$ cat src/sv/fskc_pkg.sv
// Package for the feedback soft-knee compressor: widths, fixed-point constants,
// register indexes and the 2^(1/2^k) factor table used by the dB-to-linear step.
// No dependencies.
package fskc_pkg;

	localparam int CHANNELS = 2;
	localparam int CH_IDX_W = (CHANNELS > 1) ? $clog2(CHANNELS) : 1;

	localparam int SAMPLE_W = 24;
	localparam int CFG_IDX_W = 3;
	localparam int CFG_DATA_W = 16;

	localparam logic [CFG_IDX_W-1:0] REG_THRESHOLD = 3'd0;
	localparam logic [CFG_IDX_W-1:0] REG_KNEE = 3'd1;
	localparam logic [CFG_IDX_W-1:0] REG_RATIO = 3'd2;
	localparam logic [CFG_IDX_W-1:0] REG_ATTACK = 3'd3;
	localparam logic [CFG_IDX_W-1:0] REG_RELEASE = 3'd4;
	localparam logic [CFG_IDX_W-1:0] REG_MAKEUP = 3'd5;

	localparam logic signed [15:0] DB_FLOOR = -16'sd24576;
	localparam logic [31:0] K_DB = 32'd101008905;
	localparam logic [31:0] K_LIN = 32'd2786635;

	typedef logic [16:0][31:0] r_tab_t;

	function automatic logic [63:0] isqrt64(input logic [63:0] v);
		logic [63:0] res;
		logic [63:0] bit_v;
		logic [63:0] x;
		int i;
		res = '0;
		bit_v = 64'h4000_0000_0000_0000;
		x = v;
		for (i = 0; i < 32; i++) begin
			if (bit_v > x) bit_v = bit_v >> 2;
		end
		for (i = 0; i < 32; i++) begin
			if (bit_v != 64'd0) begin
				if (x >= res + bit_v) begin
					x = x - (res + bit_v);
					res = (res >> 1) + bit_v;
				end else begin
					res = res >> 1;
				end
				bit_v = bit_v >> 2;
			end
		end
		return res;
	endfunction

	function automatic r_tab_t build_rtab();
		r_tab_t t;
		int k;
		t[0] = 32'h8000_0000;
		for (k = 1; k <= 16; k++) begin
			t[k] = 32'(isqrt64({32'd0, t[k-1]} << 30));
		end
		return t;
	endfunction

	localparam r_tab_t R_TAB = build_rtab();

endpackage

$ cat src/sv/fskc_if.sv
// Valid/ready channel interfaces for samples in and compressed samples out.
// Depends on fskc_pkg.
interface fskc_in_if;
	logic valid;
	logic ready;
	logic signed [fskc_pkg::SAMPLE_W-1:0] sample_in;
	logic channel;
	modport source (output valid, output sample_in, output channel, input ready);
	modport sink (input valid, input sample_in, input channel, output ready);
endinterface

interface fskc_out_if;
	logic valid;
	logic ready;
	logic signed [fskc_pkg::SAMPLE_W-1:0] sample_out;
	modport source (output valid, output sample_out, input ready);
	modport sink (input valid, input sample_out, output ready);
endinterface

$ cat src/sv/feedback_soft_knee_compressor_unit.sv
// Feedback soft-knee compressor, top level: sequencer around one shared 32x32 multiplier
// and a restoring divider. Depends on fskc_pkg and fskc_if.
//
// Usage: samples (sink) takes sample_in and channel; results (source) gives sample_out.
// Registers (cfg_we / cfg_index / cfg_data): the user writes them only while idle; the block does not enforce it.
// One sample is taken, then samples.ready stays low until its result is in the output
// register. Each sample runs a log pass on the previous output of its channel (when
// nonzero), the gain curve with a 34-step divide (when on the curve), the gain
// smoothing, a log pass on the input (when nonzero) and the exponent table multiply.
// A log pass shifts the 24-bit magnitude until normalized, then takes 16 squarings.
// The output register lets the next sample be taken while a result waits. If the
// receiver stalls, the sequencer holds its finished result and the channel state is
// updated only when that result moves into the output register.
// Reset: registers take their defaults, prev output and smoothed gain of every
// channel clear to zero, no result is pending.
module feedback_soft_knee_compressor_unit (
	input logic clk,
	input logic arst_n,
	fskc_in_if.sink samples,
	fskc_out_if.source results,
	input logic cfg_we,
	input logic [fskc_pkg::CFG_IDX_W-1:0] cfg_index,
	input logic [fskc_pkg::CFG_DATA_W-1:0] cfg_data
);

	localparam logic [3:0] ST_IDLE = 4'd0;
	localparam logic [3:0] ST_LNORM = 4'd1;
	localparam logic [3:0] ST_LSQ = 4'd2;
	localparam logic [3:0] ST_LMUL = 4'd3;
	localparam logic [3:0] ST_CURV1 = 4'd4;
	localparam logic [3:0] ST_CURV2 = 4'd5;
	localparam logic [3:0] ST_CURV3 = 4'd6;
	localparam logic [3:0] ST_DIV = 4'd7;
	localparam logic [3:0] ST_SM1 = 4'd8;
	localparam logic [3:0] ST_SM2 = 4'd9;
	localparam logic [3:0] ST_EXP1 = 4'd10;
	localparam logic [3:0] ST_EMUL = 4'd11;
	localparam logic [3:0] ST_EFIN = 4'd12;
	localparam logic [3:0] ST_DONE = 4'd13;

	logic [3:0] state_q;

	logic signed [15:0] thr_q;
	logic [12:0] knee_q;
	logic [5:0] ratio_q;
	logic [15:0] att_q;
	logic [15:0] rel_q;
	logic [12:0] makeup_q;

	logic signed [23:0] prev_q [fskc_pkg::CHANNELS];
	logic signed [23:0] sg_q [fskc_pkg::CHANNELS];

	logic signed [23:0] x_q;
	logic [fskc_pkg::CH_IDX_W-1:0] ch_q;
	logic pass_q;
	logic [23:0] m_q;
	logic [4:0] cnt_q;
	logic [15:0] frac_q;
	logic [5:0] iter_q;
	logic signed [15:0] lvl_q;
	logic b1_q;
	logic [31:0] sq_q;
	logic [33:0] num_q;
	logic [22:0] den_q;
	logic [23:0] rem_q;
	logic [15:0] a_q;
	logic [40:0] acc_q;
	logic signed [23:0] gnew_q;
	logic signed [15:0] dd_q;
	logic signed [23:0] l_q;
	logic [31:0] eacc_q;
	logic [23:0] res_q;
	logic out_v_q;
	logic [23:0] out_d_q;

	logic [31:0] mul_a;
	logic [31:0] mul_b;
	logic [63:0] mul_p;

	logic [fskc_pkg::CH_IDX_W-1:0] ch_sel;
	logic signed [23:0] pv;
	logic [5:0] r_eff;
	logic signed [17:0] d;
	logic signed [18:0] d2;
	logic signed [18:0] wext;
	logic signed [18:0] u;
	logic b1;
	logic b2;
	logic [20:0] n_log;
	logic [63:0] db_sum;
	logic [15:0] db;
	logic [16:0] mc;
	logic signed [17:0] c_s;
	logic signed [23:0] g_cur;
	logic [15:0] a_sel;
	logic [23:0] mg;
	logic [40:0] sm_sum;
	logic signed [25:0] dsum;
	logic signed [25:0] dclamp;
	logic [15:0] ddm;
	logic [39:0] v40;
	logic [23:0] rem_sh;
	logic div_bit;
	logic f_bit;
	logic signed [8:0] sh_full;
	logic [5:0] sh;
	logic [40:0] rnd;
	logic [23:0] sat;
	logic out_load;

	assign samples.ready = (state_q == ST_IDLE);
	assign results.valid = out_v_q;
	assign results.sample_out = out_d_q;
	assign out_load = (state_q == ST_DONE) && (!out_v_q || results.ready);

	always_comb begin
		if (32'(samples.channel) >= fskc_pkg::CHANNELS) begin
			ch_sel = fskc_pkg::CH_IDX_W'(fskc_pkg::CHANNELS - 1);
		end else begin
			ch_sel = fskc_pkg::CH_IDX_W'(samples.channel);
		end
	end
	assign pv = prev_q[ch_sel];

	assign r_eff = (ratio_q == 6'd0) ? 6'd1 : ratio_q;
	assign d = 18'(lvl_q) - 18'(thr_q);
	assign d2 = {d, 1'b0};
	assign wext = $signed({6'd0, knee_q});
	assign u = d2 + wext;
	assign b1 = d2 > wext;
	assign b2 = !b1 && (d2 >= -wext) && (knee_q != 13'd0);

	assign n_log = {cnt_q, 16'd0} - {5'd0, frac_q};
	assign db_sum = mul_p + 64'h0000_0000_8000_0000;
	assign db = db_sum[47:32];

	assign mc = num_q[16:0];
	assign c_s = -$signed({1'b0, mc});
	assign g_cur = sg_q[ch_q];
	assign a_sel = (c_s < g_cur) ? att_q : rel_q;
	assign mg = g_cur[23] ? 24'(-g_cur) : 24'd0;
	assign sm_sum = acc_q + mul_p[40:0] + 41'd32768;

	assign dsum = $signed({{2{gnew_q[23]}}, gnew_q}) - $signed({10'd0, db});
	assign dclamp = (dsum < 26'(fskc_pkg::DB_FLOOR)) ? 26'(fskc_pkg::DB_FLOOR) : dsum;

	assign ddm = dd_q[15] ? 16'(-dd_q) : dd_q;
	assign v40 = (dd_q[15] ? (40'd0 - mul_p[39:0]) : mul_p[39:0]) + 40'd32768;

	assign rem_sh = {rem_q[22:0], num_q[33]};
	assign div_bit = rem_sh >= {1'b0, den_q};

	assign f_bit = l_q[4'(5'd16 - iter_q[4:0])];

	always_comb begin
		sh_full = 9'sd7 - 9'($signed(l_q[23:16]));
		if (sh_full < 9'sd1) begin
			sh = 6'd1;
		end else if (sh_full > 9'sd40) begin
			sh = 6'd40;
		end else begin
			sh = 6'(sh_full);
		end
		rnd = ({9'd0, eacc_q} + (41'd1 << (sh - 6'd1))) >> sh;
		if (x_q[23]) begin
			sat = (rnd > 41'd8388608) ? 24'(-24'sd8388608) : 24'(-rnd[23:0]);
		end else begin
			sat = (rnd > 41'd8388607) ? 24'd8388607 : rnd[23:0];
		end
	end

	always_comb begin
		unique case (state_q)
			ST_LSQ: begin
				mul_a = {8'd0, m_q};
				mul_b = {8'd0, m_q};
			end
			ST_LMUL: begin
				mul_a = {11'd0, n_log};
				mul_b = fskc_pkg::K_DB;
			end
			ST_CURV1: begin
				mul_a = b1 ? {15'd0, d[16:0]} : {17'd0, u[14:0]};
				mul_b = b1 ? 32'd1 : {17'd0, u[14:0]};
			end
			ST_CURV2: begin
				mul_a = sq_q;
				mul_b = {26'd0, r_eff - 6'd1};
			end
			ST_CURV3: begin
				mul_a = {19'd0, knee_q};
				mul_b = {26'd0, r_eff};
			end
			ST_SM1: begin
				mul_a = {15'd0, 17'(17'h10000 - {1'b0, a_sel})};
				mul_b = {15'd0, mc};
			end
			ST_SM2: begin
				mul_a = {16'd0, a_q};
				mul_b = {8'd0, mg};
			end
			ST_EXP1: begin
				mul_a = {16'd0, ddm};
				mul_b = fskc_pkg::K_LIN;
			end
			ST_EMUL: begin
				mul_a = eacc_q;
				mul_b = fskc_pkg::R_TAB[iter_q[4:0]];
			end
			default: begin
				mul_a = '0;
				mul_b = '0;
			end
		endcase
	end
	assign mul_p = mul_a * mul_b;

	always_ff @(posedge clk or negedge arst_n) begin
		if (!arst_n) begin
			thr_q <= '0;
			knee_q <= 13'd512;
			ratio_q <= 6'd3;
			att_q <= 16'd65494;
			rel_q <= 16'd65532;
			makeup_q <= '0;
		end else if (cfg_we) begin
			unique case (cfg_index)
				fskc_pkg::REG_THRESHOLD: thr_q <= cfg_data;
				fskc_pkg::REG_KNEE: knee_q <= cfg_data[12:0];
				fskc_pkg::REG_RATIO: ratio_q <= cfg_data[5:0];
				fskc_pkg::REG_ATTACK: att_q <= cfg_data;
				fskc_pkg::REG_RELEASE: rel_q <= cfg_data;
				fskc_pkg::REG_MAKEUP: makeup_q <= cfg_data[12:0];
				default: ;
			endcase
		end
	end

	always_ff @(posedge clk or negedge arst_n) begin
		if (!arst_n) begin
			out_v_q <= 1'b0;
		end else if (out_load) begin
			out_v_q <= 1'b1;
		end else if (results.ready) begin
			out_v_q <= 1'b0;
		end
	end

	always_ff @(posedge clk) begin
		if (out_load) out_d_q <= res_q;
	end

	always_ff @(posedge clk or negedge arst_n) begin
		if (!arst_n) begin
			for (int i = 0; i < fskc_pkg::CHANNELS; i++) begin
				prev_q[i] <= '0;
				sg_q[i] <= '0;
			end
		end else if (out_load) begin
			prev_q[ch_q] <= res_q;
			sg_q[ch_q] <= gnew_q;
		end
	end

	always_ff @(posedge clk or negedge arst_n) begin
		if (!arst_n) begin
			state_q <= ST_IDLE;
		end else begin
			unique case (state_q)
				ST_IDLE: begin
					if (samples.valid) state_q <= (pv == 24'sd0) ? ST_CURV1 : ST_LNORM;
				end
				ST_LNORM: if (m_q[23]) state_q <= ST_LSQ;
				ST_LSQ: if (iter_q == 6'd15) state_q <= ST_LMUL;
				ST_LMUL: state_q <= pass_q ? ST_EXP1 : ST_CURV1;
				ST_CURV1: state_q <= (b1 || b2) ? ST_CURV2 : ST_SM1;
				ST_CURV2: state_q <= ST_CURV3;
				ST_CURV3: state_q <= ST_DIV;
				ST_DIV: if (iter_q == 6'd33) state_q <= ST_SM1;
				ST_SM1: state_q <= ST_SM2;
				ST_SM2: state_q <= (x_q == 24'sd0) ? ST_EXP1 : ST_LNORM;
				ST_EXP1: state_q <= ST_EMUL;
				ST_EMUL: if (iter_q == 6'd16) state_q <= ST_EFIN;
				ST_EFIN: state_q <= ST_DONE;
				ST_DONE: if (out_load) state_q <= ST_IDLE;
				default: state_q <= ST_IDLE;
			endcase
		end
	end

	always_ff @(posedge clk) begin
		unique case (state_q)
			ST_IDLE: begin
				x_q <= samples.sample_in;
				ch_q <= ch_sel;
				pass_q <= 1'b0;
				cnt_q <= '0;
				lvl_q <= fskc_pkg::DB_FLOOR;
				m_q <= pv[23] ? 24'(-pv) : pv;
			end
			ST_LNORM: begin
				if (m_q[23]) begin
					iter_q <= '0;
					frac_q <= '0;
				end else begin
					m_q <= {m_q[22:0], 1'b0};
					cnt_q <= cnt_q + 5'd1;
				end
			end
			ST_LSQ: begin
				iter_q <= iter_q + 6'd1;
				if (mul_p[47]) begin
					m_q <= mul_p[47:24];
					frac_q <= {frac_q[14:0], 1'b1};
				end else begin
					m_q <= mul_p[46:23];
					frac_q <= {frac_q[14:0], 1'b0};
				end
			end
			ST_LMUL: begin
				if (pass_q) begin
					dd_q <= 16'(dclamp) + {3'd0, makeup_q};
				end else begin
					lvl_q <= (db > 16'd24576) ? fskc_pkg::DB_FLOOR : 16'(-db);
				end
			end
			ST_CURV1: begin
				b1_q <= b1;
				sq_q <= mul_p[31:0];
				num_q <= '0;
			end
			ST_CURV2: begin
				num_q <= mul_p[33:0] + (b1_q ? {29'd0, r_eff[5:1]} : 34'd0);
			end
			ST_CURV3: begin
				den_q <= b1_q ? {17'd0, r_eff} : {mul_p[19:0], 3'd0};
				if (!b1_q) num_q <= num_q + {12'd0, mul_p[19:0], 2'd0};
				rem_q <= '0;
				iter_q <= '0;
			end
			ST_DIV: begin
				iter_q <= iter_q + 6'd1;
				rem_q <= div_bit ? (rem_sh - {1'b0, den_q}) : rem_sh;
				num_q <= {num_q[32:0], div_bit};
			end
			ST_SM1: begin
				a_q <= a_sel;
				acc_q <= mul_p[40:0];
			end
			ST_SM2: begin
				gnew_q <= 24'(-sm_sum[40:16]);
				pass_q <= 1'b1;
				cnt_q <= '0;
				m_q <= x_q[23] ? 24'(-x_q) : x_q;
				dd_q <= fskc_pkg::DB_FLOOR + {3'd0, makeup_q};
			end
			ST_EXP1: begin
				l_q <= v40[39:16];
				eacc_q <= 32'h4000_0000;
				iter_q <= 6'd1;
			end
			ST_EMUL: begin
				if (f_bit) eacc_q <= mul_p[61:30];
				iter_q <= iter_q + 6'd1;
			end
			ST_EFIN: res_q <= sat;
			default: ;
		endcase
	end

`ifndef SYNTHESIS
	a_busy_after_transfer: assert property (@(posedge clk) disable iff (!arst_n)
		(samples.valid && samples.ready) |=> !samples.ready)
		else $error("sample taken while a sample is in work");

	a_done_holds: assert property (@(posedge clk) disable iff (!arst_n)
		(state_q == ST_DONE && out_v_q && !results.ready) |=> (state_q == ST_DONE))
		else $error("finished result dropped under stall");

	a_div_rem: assert property (@(posedge clk) disable iff (!arst_n)
		(state_q == ST_DIV) |-> (rem_q < {1'b0, den_q}))
		else $error("divider remainder out of range");

	a_exp_acc: assert property (@(posedge clk) disable iff (!arst_n)
		(state_q == ST_EMUL) |-> (!eacc_q[31] && eacc_q[30]))
		else $error("exponent accumulator out of range");

	a_log_norm: assert property (@(posedge clk) disable iff (!arst_n)
		(state_q == ST_LSQ) |-> m_q[23])
		else $error("log mantissa not normalized");
`endif

endmodule

$ cat src/flat_wrapper.sv
// flat-port wrapper written by rule: the top's interface ports become plain ports
module feedback_soft_knee_compressor_unit_flat 
  (clk, arst_n, cfg_we, cfg_index, cfg_data, samples_valid, samples_sample_in, samples_channel, samples_ready, results_valid, results_sample_out, results_ready);
  fskc_in_if samples_i ();
  fskc_out_if results_i ();
  input logic clk;
  input logic arst_n;
  input logic cfg_we;
  input logic [fskc_pkg::CFG_IDX_W-1:0] cfg_index;
  input logic [fskc_pkg::CFG_DATA_W-1:0] cfg_data;
  input wire logic [$bits(samples_i.valid)-1:0] samples_valid;
  input wire logic [$bits(samples_i.sample_in)-1:0] samples_sample_in;
  input wire logic [$bits(samples_i.channel)-1:0] samples_channel;
  output wire logic [$bits(samples_i.ready)-1:0] samples_ready;
  output wire logic [$bits(results_i.valid)-1:0] results_valid;
  output wire logic [$bits(results_i.sample_out)-1:0] results_sample_out;
  input wire logic [$bits(results_i.ready)-1:0] results_ready;
  assign samples_i.valid = samples_valid;
  assign samples_i.sample_in = samples_sample_in;
  assign samples_i.channel = samples_channel;
  assign samples_ready = samples_i.ready;
  assign results_valid = results_i.valid;
  assign results_sample_out = results_i.sample_out;
  assign results_i.ready = results_ready;
  feedback_soft_knee_compressor_unit u_core (.clk(clk), .arst_n(arst_n), .samples(samples_i), .results(results_i), .cfg_we(cfg_we), .cfg_index(cfg_index), .cfg_data(cfg_data));
endmodule
$ cat config.mk
export PLATFORM = sky130hd
export DESIGN_NAME = feedback_soft_knee_compressor_unit_flat
export DESIGN_NICKNAME = d
export VERILOG_FILES = /design/src/sv/fskc_pkg.sv /design/src/sv/fskc_if.sv /design/src/sv/feedback_soft_knee_compressor_unit.sv /design/src/flat_wrapper.sv
export SDC_FILE = /design/constraint.sdc
export NUM_CORES = 2
export LEC_CHECK = 0
export BUFFER_PORTS_ARGS = -buffer_cell sky130_fd_sc_hd__clkbuf_2
export CORE_UTILIZATION = 59
export DETAILED_ROUTE_END_ITERATION = 6
export PLACE_DENSITY = 0.79
export SLEW_MARGIN = 20
export SYNTH_ARGS = -nofsm -noshare
export SYNTH_HDL_FRONTEND = slang
export SYNTH_SLANG_ARGS = --single-unit
$ cat constraint.sdc
create_clock -name clk -period 25.7 [get_ports clk]
set_input_delay 5.14 -clock clk [delete_from_list [all_inputs] [get_ports clk]]
set_output_delay 5.14 -clock clk [all_outputs]
set_load 0.01 [all_outputs]
==> run summary <==
CTS Root Cell: clkbuf_16
Initial DRC Count: 8499
Post-DP Area: 80600 um2
Max-cap viol count: 0
Antenna viol nets, final: 0
Status: finished with violations
Initial antenna violation count: 19
Post-Route WL: 308 mm
Post-synth EDFFs: 406
WS Path Type: flip-flop to flip-flop
Most used cell, CP: a21oi_1
Flops & latches, synth: 618
Fill count: 10921
Syn avg cell area: 8.91 um2
Period utilization: 88.7%
Setup crit start kind: flip-flop
# H-tree levels: 3
RR Endpoint: u_core.dd_q[14]
Via count: 68567
TritonCTS Buffers: 75
Layout area overhead: 7.03%
Syn nets: 10215
Mapped Cells: 8724
Crit path from: u_core.num_q[2]
Utilization after layout: 63.9%
Vias in the first global route: 67832
Crit path DAT: 23.27 ns
Peak fanout along the critical path: 18
Reg clk slew, reported paths: 0.06 ns
Drt via density: 6.53
Fmax: 0.0439 GHz
Failing checks: design-rule violations
Max Buffers Root-to-Sink: 3
Router iterations before antenna repair: 7
Setup crit end: u_core.dd_q[14]
CP required: 26.18 ns
First-pass GRT wire length: 450 mm
Slowest cell on the critical path: and3_1
Max-slew headroom: 17.3%
FF-to-FF setup slack: 2.90 ns
Reg2Reg Depth: 85
# IOs: 75
Fin crit period: 22.80 ns
Cells after DPL: 10352
Die area: 133000 um2
DRC viols: 6
Post-synth top area share: 22.5%
Setup crit end kind: flip-flop
Met2 Resource Use GR: 68.3%
Asr flop ratio synth: 29.3%
Post-cts sizing count: 0
HPWL after DPL: 239 mm
Grt peak-use layer: met2
WL per Instance: 29.3 um
Buffers on Ports: 74
Hold crit path type: flip-flop to flip-flop
Final cell area excluding filler cells: 83200 um2
RSZ-0062 raised after global routing: false
Share of cells above drive strength 1: 8.35%
Final hold violations: 0
Synth area leaders: fa_1 (22%), edfxtp_1 (16%), ha_1 (9.2%), inv_1 (6.2%), nand2_1 (4.9%)
Post-CTS Setup Inserts: 0
Clock sinks: 618
Finished Layout Cells: 10503
Most numerous cell in the Yosys netlist: inv_1
Nets: 10180
Die H: 365 um
Register area share after synthesis: 22.4%
Worst-Skew Late Latency: 0.75 ns
Core box area: 130000 um2
Main flop type after synthesis: edfxtp_1
Setup TNS Final: 0 ns
Number of distinct library cells after synthesis: 128
Footprint of the multi-input gates: 54300 um2
Met3 usage: 15.8%
Largest area contributor in the netlist: fa_1
Largest net degree at the start of global routing: 78
Met1 GRT Util: 56.7%
Mapped cell area: 77700 um2
Final Wtd Congestion: 1.09
Max Slew Vio Count: 0
Final Skew: 0.0510 ns
CTS hold repair buffers: 0
Row cnt: 132
Sequential cell area: 17400 um2
Grt ovf: 0
Post-synth top cells: inv_1 (1293), nand2_1 (1021), nor2_1 (943)
GRT Util Overall: 46.9%
Worst path max stage delay: 0.91 ns
Ys Warns: 0
Final setup viols: 0
TritonCTS clock tree: yes
Critical R2R Launch: u_core.num_q[2]
Initial Utilization: 59.7%
Die Width: 365 um
Slew @ Worst Pin: 1.24 ns
[cells in the final DEF, fill, tap and decap left out, types with 135 or more instances in the layout]
cell / synthesis / final
inv_1: 1293 / 1291
nand2_1: 1021 / 1020
nor2_1: 943 / 934
fa_1: 872 / 872
ha_1: 570 / 570
edfxtp_1: 406 / 406
a21oi_1: 347 / 344
o21ai_0: 309 / 307
xnor2_1: 302 / 300
buf_4: 2 / 200
mux2_2: 153 / 153
dfrtp_1: 151 / 151
nor3_1: 147 / 135
[through the flow]
stage	hold slack, ns	setup WS [ns]
floorplan	0.440	6.20
global placement	0.467	3.84
detailed placement	0.475	3.50
CTS	0.489	3.42
global route	0.510	1.53
finish	0.483	2.90
[final cells by class]
cell class	instances	area share (%)
Clock buffer	93	2.39
Timing Repair Buffer	276	2.28
Tap cell	1742	2.62
Clock inverter	47	0.650
Sequential cell	618	20.9
Antenna cell	9	0.0271
Inverter	1304	5.89
Multi-Input combinational cell	6414	65.2
[registers in the layout, summed over array words and instances (netlist names), 23 cells and up, named ones only]
register and cells:
u_core.acc_q 40, u_core.den_q 23, u_core.eacc_q 32, u_core.gnew_q 24, u_core.l_q 24, u_core.m_q 24, u_core.num_q 34, u_core.prev_q 48
u_core.rem_q 23, u_core.res_q 24, u_core.results.sample_out 24, u_core.sg_q 48, u_core.sq_q 32, u_core.x_q 24
[cell families after synthesis]
logic type | count (synthesis) | synth area share, %
adders and majority gates | 1447 | 31.7
buffers and inverters | 1692 | 8.21
xor gates and xnor gates | 443 | 5.10
muxes | 279 | 3.94
and+or+nand+nor | 2789 | 16.1
DFF | 618 | 22.4
AOI/OAI and AO/OA | 1456 | 12.6
[metal layers]
layer	part of all wire, %	wire length, um
met1	35	108000
met2	41	128000
met3	13	40600
met4	10	31900
met5	0.029	88
[how the worst min path moves through the flow]
stage               startpoint                      endpoint  slack (ns)  cells past startpoint
6_report       u_core.sg_q[18]               u_core.sg_q[18]        0.48                      2
5_1_grt         u_core.sg_q[5]                u_core.sg_q[5]        0.51                      2
4_1_cts        u_core.sg_q[18]               u_core.sg_q[18]        0.49                      2
3_5_place_dp    u_core.sg_q[5]                u_core.sg_q[5]        0.48                      2
3_3_place_gp    u_core.sg_q[5]                u_core.sg_q[5]        0.47                      2
2_1_floorplan  u_core.res_q[0]  u_core.results.sample_out[0]        0.44                      0
[worst max-delay path: cells and delay by family (launching register included)]
family | cells | cell delay (ns)
xor+xnor | 3 | 0.72
mux | 2 | 0.80
compound gates | 26 | 4.77
buf+inv | 10 | 1.05
simple gates | 29 | 8.10
fa+ha+maj | 15 | 6.50
flops | 1 | 0.51
Power is left out: the tool's default activity adds up to more than one toggle a clock period on the data nets, which glitch-free logic cannot reach.
